==> src/hw/rtl/pep_pkg.sv <==
// pep_pkg: sizes, status and action codes, beat types and the candidate merge
// shared by the task picker. No dependencies.
`timescale 1ns / 1ps

package pep_pkg;

    // Table geometry
    localparam int NUM_SLOTS  = 1024;
    localparam int PRIO_BITS  = 8;
    localparam int NUM_CELLS  = 4;
    localparam int CELL_BITS  = $clog2(NUM_CELLS);
    localparam int SLOT_BITS  = $clog2(NUM_SLOTS);
    localparam int BANK_DEPTH = (NUM_SLOTS + NUM_CELLS - 1) / NUM_CELLS;
    localparam int BANK_AW    = (BANK_DEPTH > 1) ? $clog2(BANK_DEPTH) : 1;
    localparam int IDX_W      = BANK_AW + CELL_BITS;
    localparam int STAT_W     = 3;
    localparam int WORD_W     = STAT_W + PRIO_BITS;

    // Fixed field widths on the ports
    localparam int SLOT_FW = 10;
    localparam int PRIO_FW = 8;
    localparam int ACT_W   = 2;

    // Drain of the cell chain after the last read: covers the RAM read register and one token register per cell
    localparam int DRAIN_CYCLES = NUM_CELLS + 1;
    localparam int CNT_W        = $clog2(DRAIN_CYCLES + 1);

    localparam logic [PRIO_BITS-1:0] PRIO_MAX = '1;

    // Commands (carried on tuser)
    localparam logic CMD_WRITE = 1'b0;
    localparam logic CMD_YIELD = 1'b1;

    // Slot status codes
    localparam logic [STAT_W-1:0] ST_FREE         = 3'd0;
    localparam logic [STAT_W-1:0] ST_DYING        = 3'd1;
    localparam logic [STAT_W-1:0] ST_RUNNABLE     = 3'd2;
    localparam logic [STAT_W-1:0] ST_RUNNING      = 3'd3;
    localparam logic [STAT_W-1:0] ST_NOT_RUNNABLE = 3'd4;

    // Decisions
    localparam logic [ACT_W-1:0] ACT_RUN     = 2'd0;
    localparam logic [ACT_W-1:0] ACT_HALT    = 2'd1;
    localparam logic [ACT_W-1:0] ACT_MONITOR = 2'd2;

    // Best-so-far record handed from cell to cell
    typedef struct packed {
        logic                 valid;
        logic [PRIO_BITS-1:0] prio;
        logic [SLOT_BITS-1:0] pos;     // distance from the scan start
        logic [SLOT_BITS-1:0] idx;
        logic                 live;    // some slot runnable, running or dying
        logic                 cur_run; // current slot seen in running state
    } cand_t;

    localparam cand_t CAND_EMPTY = '0;

    // Table write, from a write beat or the clearing pass
    typedef struct packed {
        logic                 en;
        logic                 all;
        logic [CELL_BITS-1:0] bank;
        logic [BANK_AW-1:0]   addr;
        logic [WORD_W-1:0]    word;
    } ram_wr_t;

    // Scan control broadcast to every cell
    typedef struct packed {
        logic                 rd_en;
        logic [BANK_AW-1:0]   rd_addr;
        logic                 smp_vld;
        logic [BANK_AW-1:0]   smp_k;
        logic                 has_cur;
        logic [SLOT_BITS-1:0] cur;
        logic [SLOT_BITS-1:0] start;
    } scan_t;

    // Keep the lower (priority, scan position) key; the flags accumulate.
    // The key order does not depend on visit order, so the first slot met
    // wins a tie however the cells visit the table.
    function automatic cand_t cand_merge(cand_t a, cand_t b);
        cand_t r;
        logic  a_wins;
        a_wins    = a.valid && (!b.valid || ({a.prio, a.pos} < {b.prio, b.pos}));
        r         = a_wins ? a : b;
        r.live    = a.live | b.live;
        r.cur_run = a.cur_run | b.cur_run;
        return r;
    endfunction

endpackage

==> src/hw/rtl/pep_ram.sv <==
// pep_ram: generic single-write, single-read RAM with registered read data.
// No dependencies.
`timescale 1ns / 1ps

module pep_ram #(
    parameter int WIDTH = 8,
    parameter int DEPTH = 16
) (
    input  logic                                      aclk,
    input  logic                                      we,
    input  logic [((DEPTH > 1) ? $clog2(DEPTH) : 1)-1:0] waddr,
    input  logic [WIDTH-1:0]                          wdata,
    input  logic                                      re,
    input  logic [((DEPTH > 1) ? $clog2(DEPTH) : 1)-1:0] raddr,
    output logic [WIDTH-1:0]                          rdata
);

    logic [WIDTH-1:0] ram_reg [DEPTH];
    logic [WIDTH-1:0] rdata_reg;

    // Write port
    always_ff @(posedge aclk) begin
        if (we) begin
            ram_reg[waddr] <= wdata;
        end
    end

    // Registered read port
    always_ff @(posedge aclk) begin
        if (re) begin
            rdata_reg <= ram_reg[raddr];
        end
    end

    assign rdata = rdata_reg;

endmodule

==> src/hw/rtl/pep_cell.sv <==
// pep_cell: one cell of the scan chain. Owns one bank of the slot table,
// weighs one entry per cycle and passes the best record on.
// Depends on pep_pkg and pep_ram.
`timescale 1ns / 1ps

module pep_cell (
    input  logic                      aclk,
    input  logic                      aresetn,
    input  logic [pep_pkg::CELL_BITS-1:0] cell_id,
    input  pep_pkg::ram_wr_t          wr,
    input  pep_pkg::scan_t            scan,
    input  pep_pkg::cand_t            tok_in,
    output pep_pkg::cand_t            tok_out
);
    import pep_pkg::*;

    logic [WORD_W-1:0]    rdata;
    logic                 we;
    logic [STAT_W-1:0]    stat;
    logic [PRIO_BITS-1:0] prio;
    logic [IDX_W-1:0]     idx_full;
    logic [SLOT_BITS-1:0] idx;
    logic                 in_range;
    logic [SLOT_BITS:0]   diff;
    logic [SLOT_BITS-1:0] pos;
    cand_t                local_c;
    cand_t                tok_reg;
    cand_t                tok_next;

    // Bank storage; slot index is {bank address, cell id}
    assign we = wr.en && (wr.all || (wr.bank == cell_id));

    pep_ram #(
        .WIDTH (WORD_W),
        .DEPTH (BANK_DEPTH)
    ) u_ram (
        .aclk  (aclk),
        .we    (we),
        .waddr (wr.addr),
        .wdata (wr.word),
        .re    (scan.rd_en),
        .raddr (scan.rd_addr),
        .rdata (rdata)
    );

    // Decode the sampled entry
    always_comb begin
        stat     = rdata[WORD_W-1 -: STAT_W];
        prio     = rdata[PRIO_BITS-1:0];
        idx_full = {scan.smp_k, cell_id};
        in_range = (32'(idx_full) < NUM_SLOTS);
        idx      = SLOT_BITS'(idx_full);
        // circular distance from the scan start
        diff     = {1'b0, idx} - {1'b0, scan.start};
        if (diff[SLOT_BITS]) begin
            pos = SLOT_BITS'(diff + (SLOT_BITS + 1)'(NUM_SLOTS));
        end else begin
            pos = diff[SLOT_BITS-1:0];
        end
    end

    // Local candidate, empty when no entry is sampled
    always_comb begin
        local_c = CAND_EMPTY;
        if (scan.smp_vld && in_range) begin
            local_c.valid   = (stat == ST_RUNNABLE) && (prio != PRIO_MAX) &&
                              !(scan.has_cur && (idx == scan.cur));
            local_c.prio    = prio;
            local_c.pos     = pos;
            local_c.idx     = idx;
            local_c.live    = (stat == ST_RUNNABLE) || (stat == ST_RUNNING) ||
                              (stat == ST_DYING);
            local_c.cur_run = scan.has_cur && (idx == scan.cur) &&
                              (stat == ST_RUNNING);
        end
        tok_next = cand_merge(local_c, tok_in);
    end

    // Hand the record to the next cell
    always_ff @(posedge aclk) begin
        if (!aresetn) begin
            tok_reg <= CAND_EMPTY;
        end else begin
            tok_reg <= tok_next;
        end
    end

    assign tok_out = tok_reg;

endmodule

==> config.mk <==
export PLATFORM = sky130hd
export DESIGN_NAME = pep_cell
export DESIGN_NICKNAME = d
export VERILOG_FILES = /design/src/hw/rtl/pep_pkg.sv /design/src/hw/rtl/pep_ram.sv /design/src/hw/rtl/pep_cell.sv
export SDC_FILE = /design/constraint.sdc
export NUM_CORES = 2
export LEC_CHECK = 0
export BUFFER_PORTS_ARGS = -buffer_cell sky130_fd_sc_hd__buf_2
export CAP_MARGIN = 20
export CORE_MARGIN = 5
export CORE_UTILIZATION = 55
export CTS_CLUSTER_SIZE = 12
export DETAILED_ROUTE_END_ITERATION = 6
export GPL_TIMING_DRIVEN = 0
export HOLD_SLACK_MARGIN = 0.1
export PLACE_DENSITY = 0.81
export SLEW_MARGIN = 20
export SYNTH_ARGS = -nofsm -noshare
export SYNTH_HDL_FRONTEND = slang
export SYNTH_SLANG_ARGS = --single-unit
==> constraint.sdc <==
create_clock -name aclk -period 9.4 [get_ports aclk]
set_input_delay 0.94 -clock aclk [delete_from_list [all_inputs] [get_ports aclk]]
set_output_delay 0.94 -clock aclk [all_outputs]
set_load 0.01 [all_outputs]
# Word-level counts from Yosys, hierarchy flattened
# Memory sizes are Yosys's and may differ from the RTL's. A register that Yosys moved wholly into a read port is not among the register bits.
# Cells that the tools add are included.
# totals
ff_bits	31
ram_bits	2816
in_bits	97
out_inout_bits	31
wordCells	35
mem_count	1
# classes
addsub	2
n_lt_le_gt_ge	1
n_eq_ne	6
n_mux	5
bitwise_logic	2
reduce_logical	12
# memory_table
memory	depth	width	rd	rd_ports_with_merged_regs	wr	line_no	source
u_ram.ram_reg	256	11	1	1	1	pep_ram.sv:18	logic [WIDTH-1:0] ram_reg [DEPTH];
# op_table
operator	n
$mux W31	2
$lt A18 B18 Y1	1
$sub A10 B10 Y11	1
$add A10 B1 Y10 const B	1
$eq A10 B10 Y1	1
$mux W10	1
$ne A8 B8 Y1 const B	1
$eq A3 B2 Y1 const B	2
$logic_and A1 B1 Y1	6
$logic_or A1 B1 Y1	4
$eq A3 B1 Y1 const B	1
$eq A2 B2 Y1	1
$logic_not A1 Y1	2
$mux W1	2
$or A1 B1 Y1	2

# Longest topological paths before layout
# depth
depth_word	9
ltp_mapped	18
depth_no_buf	16

# Modules after synthesis
# Synthesis repeated with hierarchy kept, for this count alone.
# hier_totals
cells_unflattened	5262
hier_area_um2	111170.4
# by_module_without_submodules
module	n_inst	cells_per_inst	area_each_um2	seq_area_each_um2
pep_ram	1	4999	108823.1	84891.4
pep_cell	1	263	2347.3	620.6

# Least setup slack after synthesis
# OpenSTA, ideal clock, no wires.
# synth_path
path_type	input to register
start	in cell_id[0] (netlist bit)
end	reg tok_reg (netlist bit tok_out[12])
setup_time_ps	70
t_arrival_ps	3966
t_required_ps	9330
setup_slack_ps	5363
cell_stages	16
n_path_buf	1
path_cell_list	inv_1 -> ha_1 -> fa_1 -> nor2b_1 -> o21ai_0 -> a21o_1 -> a31o_2 -> a21oi_1 -> ha_1 -> and4_1 -> a21oi_1 -> nand2_1 -> o211ai_1 -> clkbuf_1 -> nand3_1 -> a21oi_1
# synth_via
elab_chain_len	8
word_cells_on_any_way	12
classes_between	add/sub (2); order compare (1); eq/ne (1); mux (3); reduce/logical (5)
# synth_rtl
element	line_no	source
start, declared	pep_cell.sv:9	input logic [pep_pkg::CELL_BITS-1:0] cell_id,
$sub A10 B10 Y11	pep_cell.sv:54	diff = {1'b0, idx} - {1'b0, scan.start};
$add A10 B1 Y10	pep_cell.sv:56	pos = SLOT_BITS'(diff + (SLOT_BITS + 1)'(NUM_SLOTS));
$mux W10	pep_cell.sv:55	if (diff[SLOT_BITS]) begin
$mux W31 *	pep_cell.sv:65	if (scan.smp_vld && in_range) begin
$lt A18 B18 Y1	pep_pkg.sv:84	a_wins = a.valid && (!b.valid || ({a.prio, a.pos} < {b.prio, b.pos}));
$logic_or A1 B1 Y1	pep_pkg.sv:84	
$logic_and A1 B1 Y1	pep_pkg.sv:84	
$mux W31 *	pep_pkg.sv:85	r = a_wins ? a : b;
end signal, assigned	pep_cell.sv:84	tok_reg <= tok_next;
end, declared	pep_cell.sv:27	cand_t tok_reg;
# Mark *: on every way between the ends. The rest lies on a longest branch, timed or not.
# A chain may end at the register's enable or synchronous reset.

==> results.sh <==
export IMPL_power_total_uw=26400
export IMPL_vias_per_cell=7.17
export IMPL_num_rows=165
export IMPL_slowest_delay_ns=1.08
export IMPL_final_max_slew_viol_count=0
export IMPL_die_area_um2=211000
export IMPL_ys_warnings_count=0
export IMPL_hp_class="input port to flip-flop"
export IMPL_layout_min_cycle_time_ns=6.00
export IMPL_cp_end_kind="flip-flop"
export IMPL_grt_pass1_wl_um=459000
export IMPL_clk_latency_ns=0.93
export IMPL_portBuffers=122
export IMPL_critical_path_arrival_ns=6.61
export IMPL_drc=18
export IMPL_ys_ff_latch=2858
export IMPL_critPathMaxFanout=10
export IMPL_hold_violations=0
export IMPL_worst_setup_path_start_kind="input port"
export IMPL_grt_start_max_net_pins=141
export IMPL_violations="DRC"
export IMPL_clock_root_buffer="clkbuf_16"
export IMPL_grt_pass1_vias=59400
export IMPL_status="complete, but fails checks"
export IMPL_synth_ff_type="edfxtp_1"
export IMPL_syn_area_um2=111000
export IMPL_grt_overflow=0
export IMPL_cts_sinks=2858
export IMPL_largest_register_ffs=2816
export IMPL_crit_chain="buf_2 -> buf_2 -> buf_2 -> buf_2 -> clkbuf_1 -> nor2_1 -> a2111oi_0 -> a21oi_1 -> nor3_2"
export IMPL_ys_types=54
export IMPL_synth_cells=5062
export IMPL_coreArea_um2=201000
export IMPL_top_layer="met5"
export IMPL_peakVddDrop_uv=172
export IMPL_drive_above_1_share_pct=27.9
export IMPL_cts_buffers=303
export IMPL_routed_wl_met3_um=50200
export IMPL_wl_um=332000
export IMPL_antenna_left=0
export IMPL_layout_nets=5672
export IMPL_htree_levels=5
export IMPL_rsz0062_at_grt="false"
export IMPL_crit_slowest_cell="a2111oi_0"
export IMPL_ios=128
export IMPL_timing_fmax_ghz=0.167
export IMPL_async_flop_share_pct=0
export IMPL_fin_skew_ns=0.0447
export IMPL_syn_avg_cell_area_um2=21.9
export IMPL_maxSlewHeadroom_pct=15.7
export IMPL_required_ns=10.01
export IMPL_die_height_um=459
export IMPL_num_vias=60000
export IMPL_grt_antenna_before_repair=25
export IMPL_drtIter0Drc=11100
export IMPL_met2_length_um=151000
export IMPL_max_clock_path_buffers=4
export IMPL_setup_violations=0
export IMPL_grt_use_total_pct=31.3
export IMPL_criticalPathCategory="input port to flip-flop"
export IMPL_die_w_um=459
export IMPL_path_clk_slew_ns=0.06
export IMPL_p_leak_uw=0.0393
export IMPL_post_cts_buffers=0
export IMPL_holdBufCountCts=0
export IMPL_fin_setup_tns_ns=0
export IMPL_start_util_pct=55.1
export IMPL_post_drt_wl_per_cell_um=39.7
export IMPL_drtPass1Iterations=7
export IMPL_place_hpwl_um=204000
export IMPL_cts_repair_resized=0
export IMPL_cts_tree="done"
export IMPL_power_density_nw_per_um2=211
export IMPL_fin_crit_sh_pct=63.8
export IMPL_syn_to_final_growth_pct=12.6
export IMPL_worst_pin_slew_ns=1.26
export IMPL_syn_num_nets=5186
export IMPL_synth_seq_area_share_pct=77.0
export IMPL_gp_congestion=1.01
export IMPL_wl_met1_um=104000
export IMPL_synth_edf_count=2827
export IMPL_maxCapViolCount=0
export IMPL_path_common_cell="buf_2"
export IMPL_fill_cells=12800
==> critical path: cells and delay by family <==
kind            cells  cell delay [ns]
buf+inv             5             3.05
simple gates        2             1.02
compound gates      2             1.58
==> cells in the mapped netlist (31+ instances only) <==
library cell	count	area, um2
a21oi_1	110	551
a22oi_1	37	278
buf_2	66	330
buf_4	35	263
buf_6	32	360
clkbuf_1	123	462
dfxtp_1	31	621
edfxtp_1	2827	84900
inv_1	35	131
mux2i_1	168	1680
mux4_2	728	16400
nand2_1	55	206
nand3_1	63	315
nor2_1	291	1090
nor3_1	38	190
o21ai_0	48	240
o22ai_1	59	369
==> logic make-up (layout without fill, tap and decap cells) <==
family | count (synthesis) | after routing | share of synthesized area, %
other cells | 0 | 20 | 0
xor+xnor | 17 | 17 | 0.134
fa+ha+maj | 27 | 27 | 0.311
compound gates | 367 | 367 | 2.12
mux | 922 | 922 | 16.7
flops | 2858 | 2858 | 77.0
simple gates | 542 | 542 | 2.17
buf+inv | 329 | 937 | 1.63
==> area by class of cell <==
| cell class | instances | area [um2] | share of cell area [%] |
|---|---|---|---|
| inverter | 35 | 131 | 0.105 |
| buffer | 294 | 1730 | 1.38 |
| tap | 2672 | 3340 | 2.67 |
| antenna | 20 | 50.0 | 0.0400 |
| clock buffer | 366 | 7970 | 6.37 |
| multi-input combinational | 1875 | 24200 | 19.3 |
| clock inverter | 61 | 398 | 0.318 |
| sequential | 2858 | 85500 | 68.3 |
| timing repair buffer | 181 | 1850 | 1.48 |
==> cell usage in the layout, fill, tap and decap left out, types with 35 or more instances in the layout <==
cell type  Yosys  layout
a22oi_1       37      37
nand3_1       63      63
nand2_1       55      55
a21oi_1      110     110
buf_4         35      53
mux4_2       728     728
clkbuf_1     123     149
nor2_1       291     157
mux2i_1      168     168
inv_1         35      35
o21ai_0       48      48
edfxtp_1    2827    2827
o22ai_1       59      59
buf_6         32      36
nor2_2         0     134
clkinv_1       0      41
clkbuf_16      0     310
buf_2         66     182
==> path summary, 6_finish.rpt <==
path	from	to	slack [ns]	depth (start not counted)
worst max register to register	u_ram.ram_reg[159][0]	u_ram.rdata[0]	5.50	7
worst min-delay path	tok_in[0]	tok_out[0]	0.21	3
worst min register to register	u_ram.rdata[10]	tok_out[1]	0.57	3
worst max-delay path	scan[32]	u_ram.rdata[10]	3.40	9
==> power breakdown <==
group	switching (uW)	total (uW)	internal (uW)	leakage (uW)
registers	11.6	14000	14000	0.0257
logic	1060	1580	521	0.00959
clock network	4720	10800	6040	0.00408
==> through the flow <==
stage	util [%]	hold slack [ns]	instance area [um2]	setup slack (ns)	std cells
final	62.1	0.211	125000	3.40	8362
after global placement	57.1	0.554	115000	2.34	7856
after detailed placement	57.8	0.580	116000	3.19	7901
after global routing	62.1	0.232	125000	3.74	8346
after floorplan	-	0.517	111000	5.36	5062
after CTS	61.9	0.180	125000	4.10	8328
==> per-layer routing <==
| layer | track usage, % | up-vias |
|---|---|---|
| li1 | - | 22200 |
| met1 | 38.5 | 30300 |
| met2 | 47.0 | 6155 |
| met3 | 12.1 | 1318 |
| met4 | 19.9 | 10 |
| met5 | 0 | - |
No activity file was read; power rests on OpenSTA's default activity.
