[src/hw/rtl/pep_pkg.sv]
// pep_pkg: sizes, status and action codes, beat types and the candidate merge
// shared by the task picker. No dependencies.
`timescale 1ns / 1ps

package pep_pkg;

    // Table geometry
    localparam int NUM_SLOTS  = 1024;
    localparam int PRIO_BITS  = 8;
    localparam int NUM_CELLS  = 4;
    localparam int CELL_BITS  = $clog2(NUM_CELLS);
    localparam int SLOT_BITS  = $clog2(NUM_SLOTS);
    localparam int BANK_DEPTH = (NUM_SLOTS + NUM_CELLS - 1) / NUM_CELLS;
    localparam int BANK_AW    = (BANK_DEPTH > 1) ? $clog2(BANK_DEPTH) : 1;
    localparam int IDX_W      = BANK_AW + CELL_BITS;
    localparam int STAT_W     = 3;
    localparam int WORD_W     = STAT_W + PRIO_BITS;

    // Fixed field widths on the ports
    localparam int SLOT_FW = 10;
    localparam int PRIO_FW = 8;
    localparam int ACT_W   = 2;

    // Drain of the cell chain after the last read: covers the RAM read register and one token register per cell
    localparam int DRAIN_CYCLES = NUM_CELLS + 1;
    localparam int CNT_W        = $clog2(DRAIN_CYCLES + 1);

    localparam logic [PRIO_BITS-1:0] PRIO_MAX = '1;

    // Commands (carried on tuser)
    localparam logic CMD_WRITE = 1'b0;
    localparam logic CMD_YIELD = 1'b1;

    // Slot status codes
    localparam logic [STAT_W-1:0] ST_FREE         = 3'd0;
    localparam logic [STAT_W-1:0] ST_DYING        = 3'd1;
    localparam logic [STAT_W-1:0] ST_RUNNABLE     = 3'd2;
    localparam logic [STAT_W-1:0] ST_RUNNING      = 3'd3;
    localparam logic [STAT_W-1:0] ST_NOT_RUNNABLE = 3'd4;

    // Decisions
    localparam logic [ACT_W-1:0] ACT_RUN     = 2'd0;
    localparam logic [ACT_W-1:0] ACT_HALT    = 2'd1;
    localparam logic [ACT_W-1:0] ACT_MONITOR = 2'd2;

    // Best-so-far record handed from cell to cell
    typedef struct packed {
        logic                 valid;
        logic [PRIO_BITS-1:0] prio;
        logic [SLOT_BITS-1:0] pos;     // distance from the scan start
        logic [SLOT_BITS-1:0] idx;
        logic                 live;    // some slot runnable, running or dying
        logic                 cur_run; // current slot seen in running state
    } cand_t;

    localparam cand_t CAND_EMPTY = '0;

    // Table write, from a write beat or the clearing pass
    typedef struct packed {
        logic                 en;
        logic                 all;
        logic [CELL_BITS-1:0] bank;
        logic [BANK_AW-1:0]   addr;
        logic [WORD_W-1:0]    word;
    } ram_wr_t;

    // Scan control broadcast to every cell
    typedef struct packed {
        logic                 rd_en;
        logic [BANK_AW-1:0]   rd_addr;
        logic                 smp_vld;
        logic [BANK_AW-1:0]   smp_k;
        logic                 has_cur;
        logic [SLOT_BITS-1:0] cur;
        logic [SLOT_BITS-1:0] start;
    } scan_t;

    // Keep the lower (priority, scan position) key; the flags accumulate.
    // The key order does not depend on visit order, so the first slot met
    // wins a tie however the cells visit the table.
    function automatic cand_t cand_merge(cand_t a, cand_t b);
        cand_t r;
        logic  a_wins;
        a_wins    = a.valid && (!b.valid || ({a.prio, a.pos} < {b.prio, b.pos}));
        r         = a_wins ? a : b;
        r.live    = a.live | b.live;
        r.cur_run = a.cur_run | b.cur_run;
        return r;
    endfunction

endpackage

[src/hw/rtl/pep_ctrl.sv]
// pep_ctrl: beat handshakes, clearing pass, scan sequencer, result
// accumulator and output register of the task picker. Depends on pep_pkg.
`timescale 1ns / 1ps

module pep_ctrl (
    input  logic             aclk,
    input  logic             aresetn,
    input  logic             s_tvalid,
    output logic             s_tready,
    input  logic             s_tuser,
    input  logic [31:0]      s_tdata,
    output logic             m_tvalid,
    input  logic             m_tready,
    output logic [15:0]      m_tdata,
    output pep_pkg::ram_wr_t wr,
    output pep_pkg::scan_t   scan,
    input  pep_pkg::cand_t   tail_tok
);
    import pep_pkg::*;

    typedef enum logic [5:0] {
        S_CLEAR  = 6'b000001,
        S_IDLE   = 6'b000010,
        S_REDUCE = 6'b000100,
        S_SCAN   = 6'b001000,
        S_DRAIN  = 6'b010000,
        S_FINISH = 6'b100000
    } state_t;

    state_t               state_reg, state_next;
    logic [BANK_AW-1:0]   k_reg, k_next;
    logic [CNT_W-1:0]     cnt_reg, cnt_next;
    logic                 smp_vld_reg, smp_vld_next;
    logic [BANK_AW-1:0]   smp_k_reg, smp_k_next;
    logic                 m_tvalid_reg, m_tvalid_next;
    logic                 has_cur_reg, has_cur_next;
    logic [SLOT_FW-1:0]   cur_raw_reg, cur_raw_next;
    logic [SLOT_BITS-1:0] cur_reg, cur_next;
    logic [SLOT_BITS-1:0] start_reg, start_next;
    cand_t                acc_reg, acc_next;
    logic [ACT_W-1:0]     act_reg, act_next;
    logic [SLOT_FW-1:0]   chosen_reg, chosen_next;

    logic                 cmd;
    logic [SLOT_FW-1:0]   f_slot;
    logic [STAT_W-1:0]    f_status;
    logic [PRIO_FW-1:0]   f_prio;
    logic                 f_has_cur;
    logic [SLOT_FW-1:0]   f_cur;
    logic                 accept;
    logic                 yield_acc;
    logic                 write_acc;
    logic                 load;
    logic [SLOT_BITS-1:0] cur_red;

    // Input beat fields
    assign cmd       = s_tuser;
    assign f_slot    = s_tdata[9:0];
    assign f_status  = s_tdata[12:10];
    assign f_prio    = s_tdata[20:13];
    assign f_has_cur = s_tdata[21];
    assign f_cur     = s_tdata[31:22];

    assign s_tready  = (state_reg == S_IDLE);
    assign accept    = s_tvalid && s_tready;
    assign yield_acc = accept && (cmd == CMD_YIELD);
    assign write_acc = accept && (cmd == CMD_WRITE);
    assign load      = (state_reg == S_FINISH) && (!m_tvalid_reg || m_tready);
    assign cur_red   = SLOT_BITS'(cur_raw_reg);

    // Table writes: clearing pass hits every cell, a write beat one slot
    always_comb begin
        wr = '0;
        if (state_reg == S_CLEAR) begin
            wr.en   = 1'b1;
            wr.all  = 1'b1;
            wr.addr = k_reg;
        end else begin
            wr.en   = write_acc && (32'(f_slot) < NUM_SLOTS);
            wr.bank = f_slot[CELL_BITS-1:0];
            wr.addr = BANK_AW'(f_slot >> CELL_BITS);
            wr.word = {f_status, PRIO_BITS'(f_prio)};
        end
    end

    // Scan broadcast
    always_comb begin
        scan.rd_en   = (state_reg == S_SCAN);
        scan.rd_addr = k_reg;
        scan.smp_vld = smp_vld_reg;
        scan.smp_k   = smp_k_reg;
        scan.has_cur = has_cur_reg;
        scan.cur     = cur_reg;
        scan.start   = start_reg;
    end

    // Sequencer
    always_comb begin
        state_next   = state_reg;
        k_next       = k_reg;
        cnt_next     = cnt_reg;
        has_cur_next = has_cur_reg;
        cur_raw_next = cur_raw_reg;
        cur_next     = cur_reg;
        start_next   = start_reg;
        unique case (state_reg)
            S_CLEAR: begin
                k_next = k_reg + 1'b1;
                if (k_reg == BANK_AW'(BANK_DEPTH - 1)) begin
                    k_next     = '0;
                    state_next = S_IDLE;
                end
            end
            S_IDLE: begin
                if (yield_acc) begin
                    has_cur_next = f_has_cur;
                    cur_raw_next = f_cur;
                    state_next   = S_REDUCE;
                end
            end
            S_REDUCE: begin
                // bring the current slot into range, one subtraction a cycle
                if (32'(cur_raw_reg) < NUM_SLOTS) begin
                    cur_next = cur_red;
                    if (!has_cur_reg || (cur_red == SLOT_BITS'(NUM_SLOTS - 1))) begin
                        start_next = '0;
                    end else begin
                        start_next = cur_red + 1'b1;
                    end
                    k_next     = '0;
                    state_next = S_SCAN;
                end else begin
                    cur_raw_next = cur_raw_reg - SLOT_FW'(NUM_SLOTS);
                end
            end
            S_SCAN: begin
                k_next = k_reg + 1'b1;
                if (k_reg == BANK_AW'(BANK_DEPTH - 1)) begin
                    k_next     = '0;
                    cnt_next   = CNT_W'(DRAIN_CYCLES);
                    state_next = S_DRAIN;
                end
            end
            S_DRAIN: begin
                cnt_next = cnt_reg - 1'b1;
                if (cnt_reg == CNT_W'(1)) begin
                    state_next = S_FINISH;
                end
            end
            S_FINISH: begin
                if (load) begin
                    state_next = S_IDLE;
                end
            end
            default: begin
                state_next = S_IDLE;
            end
        endcase
    end

    // Sample tag, accumulator and output register
    always_comb begin
        smp_vld_next = (state_reg == S_SCAN);
        smp_k_next   = k_reg;
        acc_next     = yield_acc ? CAND_EMPTY : cand_merge(acc_reg, tail_tok);

        if (acc_reg.valid) begin
            act_next    = ACT_RUN;
            chosen_next = SLOT_FW'(acc_reg.idx);
        end else if (has_cur_reg && acc_reg.cur_run) begin
            act_next    = ACT_RUN;
            chosen_next = SLOT_FW'(cur_reg);
        end else if (acc_reg.live) begin
            act_next    = ACT_HALT;
            chosen_next = '0;
        end else begin
            act_next    = ACT_MONITOR;
            chosen_next = '0;
        end

        if (load) begin
            m_tvalid_next = 1'b1;
        end else if (m_tready) begin
            m_tvalid_next = 1'b0;
        end else begin
            m_tvalid_next = m_tvalid_reg;
        end
    end

    // Control registers
    always_ff @(posedge aclk) begin
        if (!aresetn) begin
            state_reg    <= S_CLEAR;
            k_reg        <= '0;
            cnt_reg      <= '0;
            smp_vld_reg  <= 1'b0;
            m_tvalid_reg <= 1'b0;
        end else begin
            state_reg    <= state_next;
            k_reg        <= k_next;
            cnt_reg      <= cnt_next;
            smp_vld_reg  <= smp_vld_next;
            m_tvalid_reg <= m_tvalid_next;
        end
    end

    // Payload registers
    always_ff @(posedge aclk) begin
        smp_k_reg   <= smp_k_next;
        has_cur_reg <= has_cur_next;
        cur_raw_reg <= cur_raw_next;
        cur_reg     <= cur_next;
        start_reg   <= start_next;
        acc_reg     <= acc_next;
        if (load) begin
            act_reg    <= act_next;
            chosen_reg <= chosen_next;
        end
    end

    assign m_tvalid = m_tvalid_reg;
    assign m_tdata  = {4'b0, chosen_reg, act_reg};

endmodule

[config.mk]
export PLATFORM = sky130hd
export DESIGN_NAME = pep_ctrl
export DESIGN_NICKNAME = d
export VERILOG_FILES = /design/src/hw/rtl/pep_pkg.sv /design/src/hw/rtl/pep_ctrl.sv
export SDC_FILE = /design/constraint.sdc
export NUM_CORES = 1
export LEC_CHECK = 0
export BUFFER_PORTS_ARGS = -buffer_cell sky130_fd_sc_hd__buf_2
export CORE_MARGIN = 2
export CORE_UTILIZATION = 51
export CTS_BUF_LIST = sky130_fd_sc_hd__clkbuf_8 sky130_fd_sc_hd__clkbuf_16
export DETAILED_ROUTE_END_ITERATION = 6
export PLACE_DENSITY = 0.8
export SYNTH_ARGS = -nofsm -noshare
export SYNTH_HDL_FRONTEND = slang
export SYNTH_SLANG_ARGS = --single-unit
[constraint.sdc]
create_clock -name aclk -period 2.2 [get_ports aclk]
set_input_delay 0.11 -clock aclk [delete_from_list [all_inputs] [get_ports aclk]]
set_output_delay 0.11 -clock aclk [all_outputs]
set_load 0.01 [all_outputs]
* Word-level counts from Yosys, hierarchy flattened *
Index checks and enable logic that the tools add are counted.

cells by class
  divide/modulo/power cells = 0
  equality and inequality tests = 14
  order comparisons = 1
  shifts and indexed selects = 0
  bitwise logic cells = 3
  $add $sub $neg = 3
  multiplexer cells = 20
  multiply operators = 0
  reductions and logical operators = 20

operator list
  cell                   count
  $pmux 6 s6             1
  $mux 6                 5
  $mux 10                2
  $lt 18x18->1           1
  $mux 8                 2
  $pmux 8 s2             1
  $mux 11                1
  $add 10x1->10 const B  1
  $eq 10x10->1 const B   1
  $add 8x1->8 const B    1
  $eq 8x8->1 const B     1
  $eq 6x1->1 const B     1
  $eq 6x2->1 const B     1
  $eq 6x3->1 const B     1
  $eq 6x4->1 const B     1
  $eq 6x5->1 const B     1
  $eq 6x6->1 const B     1
  $logic_and 1x1->1      6
  $ne 2x1->1 const B     3
  $pmux 3 s2             1
  $reduce_bool 2->1      3
  $reduce_and 5->1       1
  $mux 1                 4
  $mux 2                 2
  10 further kinds       18

storage, ports and cells
  bits of input ports = 68
  memories = 0
  bits in writable memories = 0
  logic and storage cells = 79
  output and inout bits = 80
  ROM bits = 0
  bits in registers = 101
  bits in latches = 0

* Logic depth before layout (Yosys ltp) *
  depth in word-level cells = 5
  gate-level depth with buffers = 9
  depth with buffers taken out = 7

* Worst setup path after synthesis *
Ideal clock, no wire load.

  kind = register to register
  start = register state_reg[3]
  end = register k_reg[2]
  required time = 2.078 ns
  cell stages (with the launch flop) = 7
  setup slack = 0.247 ns
  arrival time = 1.830 ns
  setup time = 0.122 ns
  period minus slack after synthesis = 1.953 ns
  cell sequence = dfxtp_1 buf_2 nor4_2 and3b_1 nor2_1 o21ai_0 a21boi_1

between the ends
  cells in the longest elaborated chain, start to end = 3
  elaborated cells between the ends (all ways) = 6
  classes of those cells = eq/ne: 3; mux: 1; reduce/logical: 2

ends and longest elaborated chain
  item                                                    line             text
  start: declaration                                      pep_ctrl.sv:30   state_t state_reg, state_next;
  start signal: assignment                                pep_ctrl.sv:199  state_reg <= state_next;
  $eq 6x4->1 / $eq 6x1->1 (equally long branches)         pep_ctrl.sv:106  unique case (state_reg)
  $reduce_or 2->1 (no line)                               -
  $pmux 8 s2 / $reduce_bool 2->1 (equally long branches)  -
  end signal: assignment                                  pep_ctrl.sv:200  k_reg <= k_next;
  end: declaration                                        pep_ctrl.sv:31   logic [BANK_AW-1:0] k_reg, k_next;

Several ways; a longest one is shown, not always the timed one.
A chain may end at the register's enable or synchronous reset.

==> flow_summary.json <==
{
  "outcome": "finished, final reports clean",
  "wl_mm": 10.3,
  "fin_nets": 718,
  "synth_compound_gate_area_share_pct": 10.4,
  "seq_area_frac_synth_pct": 51.4,
  "syn_area_sq_um": 4770,
  "crit_fanout": 15,
  "critPathMaxStageDelay_ps": 400,
  "place_ws_ps": 172,
  "end_kind": "primary output",
  "routabilityCongestion": 0.925,
  "ant_nets": 0,
  "slew_headroom_pct": 60.3,
  "grt_overflow_total": 0,
  "vdd_drop_max_mv": 0.326,
  "min_period_ps": 2070,
  "grt_max_degree": 57,
  "synth_top_family_by_area": "simple AND/OR/NAND/NOR gates",
  "crit_path_cell_trace": "nor4_2 > nand3b_1 > buf_4 > mux2_1 > buf_2",
  "required_ps": 2090,
  "ys_ff_latch": 101,
  "gr-usage-all-layers_pct": 20.7,
  "synth.distinct_cells": 54,
  "cts.path.max_buffers": 2,
  "antenna_found_initial": 0,
  "synthFlopType": "dfxtp_1",
  "n_fill_cell": 710,
  "setup_viol": 0,
  "crit_start": "state_reg[4]",
  "hold_start": "tail_tok[28]",
  "path_clk_slew_ps": 90,
  "synth_adder_area_share_pct": 5.50,
  "hold_viol": 0,
  "yosys.area_share.simple_pct": 17.6,
  "dp_hpwl_mm": 7.63,
  "worstSetupPathType": "flip-flop to primary output",
  "grt_pass1_vias": 3874,
  "syn_avg_cell_area_sq_um": 10.5,
  "fp-row-count": 35,
  "synth_top_cell_by_area": "edfxtp_1",
  "insertion_delay_ps": 350,
  "dr.first_iter.drc_count": 137,
  "slew_violations": 0,
  "antennaDiodeCount": 0,
  "min_path_type": "input pin to flip-flop",
  "ioPinCount": 148,
  "cts_tree": "built",
  "synth_edf_count": 43,
  "post-route-period-util_pct": 94.1,
  "yosysWarnings": 0,
  "synth-xor-area-share_pct": 1.65,
  "synth_cells": 456,
  "postSynth.asyncResetShare_pct": 0,
  "numCtsBuffers": 9,
  "synth.area.top_cells": "edfxtp_1, dfxtp_1, nand2_1",
  "dpl.cell_count": 697,
  "setup-tns-final_ps": 0,
  "start_util_pct": 52.2,
  "clkSinkCount": 101,
  "multiInputGateArea_sq_um": 2090,
  "synthMuxAreaShare_pct": 7.76,
  "drt_pre_antenna_iters": 4,
  "cp.arrival_ps": 1960,
  "p_leak_nw": 3.03,
  "crit_buf_inv": 2,
  "synth_top_cell_area_share_pct": 27.0,
  "drive_above_1_share_pct": 29.3,
  "fin_skew_ps": 8.64,
  "power.density_nw_per_um2": 761,
  "dpl_cell_area_sq_um": 5580,
  "rsz0062_at_grt": "no",
  "drc": 0,
  "cp-start-kind": "flip-flop",
  "path_delay_family": "simple AND/OR/NAND/NOR gates",
  "fmax_ghz": 0.483,
  "area_growth_syn_to_layout_pct": 27.3,
  "io_buffers": 143,
  "max_slew.worst_pin.slew_ps": 589,
  "regArea_sq_um": 2450,
  "fin_util_pct": 66.4,
  "stdcell_area_sq_um": 6080,
  "wl_per_cell_um": 13.9,
  "core_area_sq_um": 9150,
  "r2r-start": "k_reg[0]",
  "vias_per_cell": 5.21,
  "grt_pass1_wl_mm": 16.7,
  "slowest_stage": "dfxtp_1",
  "die-area_sq_um": 10200,
  "fin_ws_ps": 130,
  "largest_register_ffs": 31,
  "die_h_um": 101,
  "instances_no_fill": 745,
  "route.vias.total": 3882,
  "clockRootBuffer": "clkbuf_8",
  "die_w_um": 101,
  "cap_violations": 0,
  "cts-htree-levels": 3
}
## kinds of logic (layout without fill, tap and decap cells)
kind of cell	count (synthesis)	after routing
and+or+nand+nor	168	168
DFF	101	101
AOI/OAI and AO/OA	66	66
buffers and inverters	54	229
muxes	36	36
adders and majority gates	21	21
xor gates and xnor gates	9	9
other	1	4
## synthesized netlist by cell type (11+ instances only)
master	count
ha_1	21
edfxtp_1	43
a21oi_1	13
nand2_1	76
o21ai_0	11
nor2_1	26
dfxtp_1	58
and2_1	17
mux2i_1	28
nand3_1	11
inv_1	28
## stage by stage
| step | hold slack [ps] | power, mW |
|---|---|---|
| 2_1_floorplan | 209 | 3.26 |
| 3_3_place_gp | 288 | 3.51 |
| 3_5_place_dp | 291 | 3.60 |
| 4_1_cts | 0.241 | 4.67 |
| 5_1_grt | 0.349 | 4.92 |
| 6_report | 14.3 | 4.63 |
## timing repair
| action | CTS | global route |
|---|---|---|
| endpoints found under the setup margin | 0 | 5 |
| hold endpoints to repair | 31 | 1 |
| resized for setup | 0 | 1 |
| setup buffers | 0 | 0 |
| hold buffers | 31 | 1 |
## worst register-to-register path: stages (launching register included)
cell and delay, ps:
dfxtp_1 470, ha_1 250, nand3_1 150, o311ai_4 430, o211a_1 250, nand2_1 110
a32o_1 220
## worst paths after layout
kind / to / slack [ps] / cells past startpoint
min: acc_reg[28] / 10 / 3
max: wr[17] / 130 / 5
max reg2reg: cnt_reg[1] / 210 / 6
min reg2reg: smp_k_reg[7] / 430 / 0
## cell type report
cell class              instances  area share [%]
inverters                      29            1.79
clock inverters                 7           0.844
multi-input cells             304            34.3
well taps                     111            2.28
flip-flops and latches        101            40.4
repair buffers                184            18.4
clock buffers                   9            2.04
## routing by layer
layer	GRT usage, %	part of all wire, %	vias up
li1	-	-	1920
met1	22.4	41	1806
met3	5.48	5.5	22
met4	7.80	2.5	0
met2	38.3	51	134
met5	0	0	-
## power breakdown
group	total [mW]	internal (mW)	switching, mW
clock	1.04	0.417	0.625
sequential	2.43	2.26	0.161
combinational	1.16	0.628	0.530
## placed cells by master (no fill, tap or decap), types with 11 or more instances in the layout
cell,count
inv_1,29
dfxtp_1,57
and2_1,17
mux2i_1,28
o21ai_0,11
nand2_1,76
ha_1,21
a21oi_1,13
edfxtp_1,43
dlygate4sd3_1,32
nor2_1,26
buf_2,143
No activity file was read; power rests on OpenSTA's default activity.
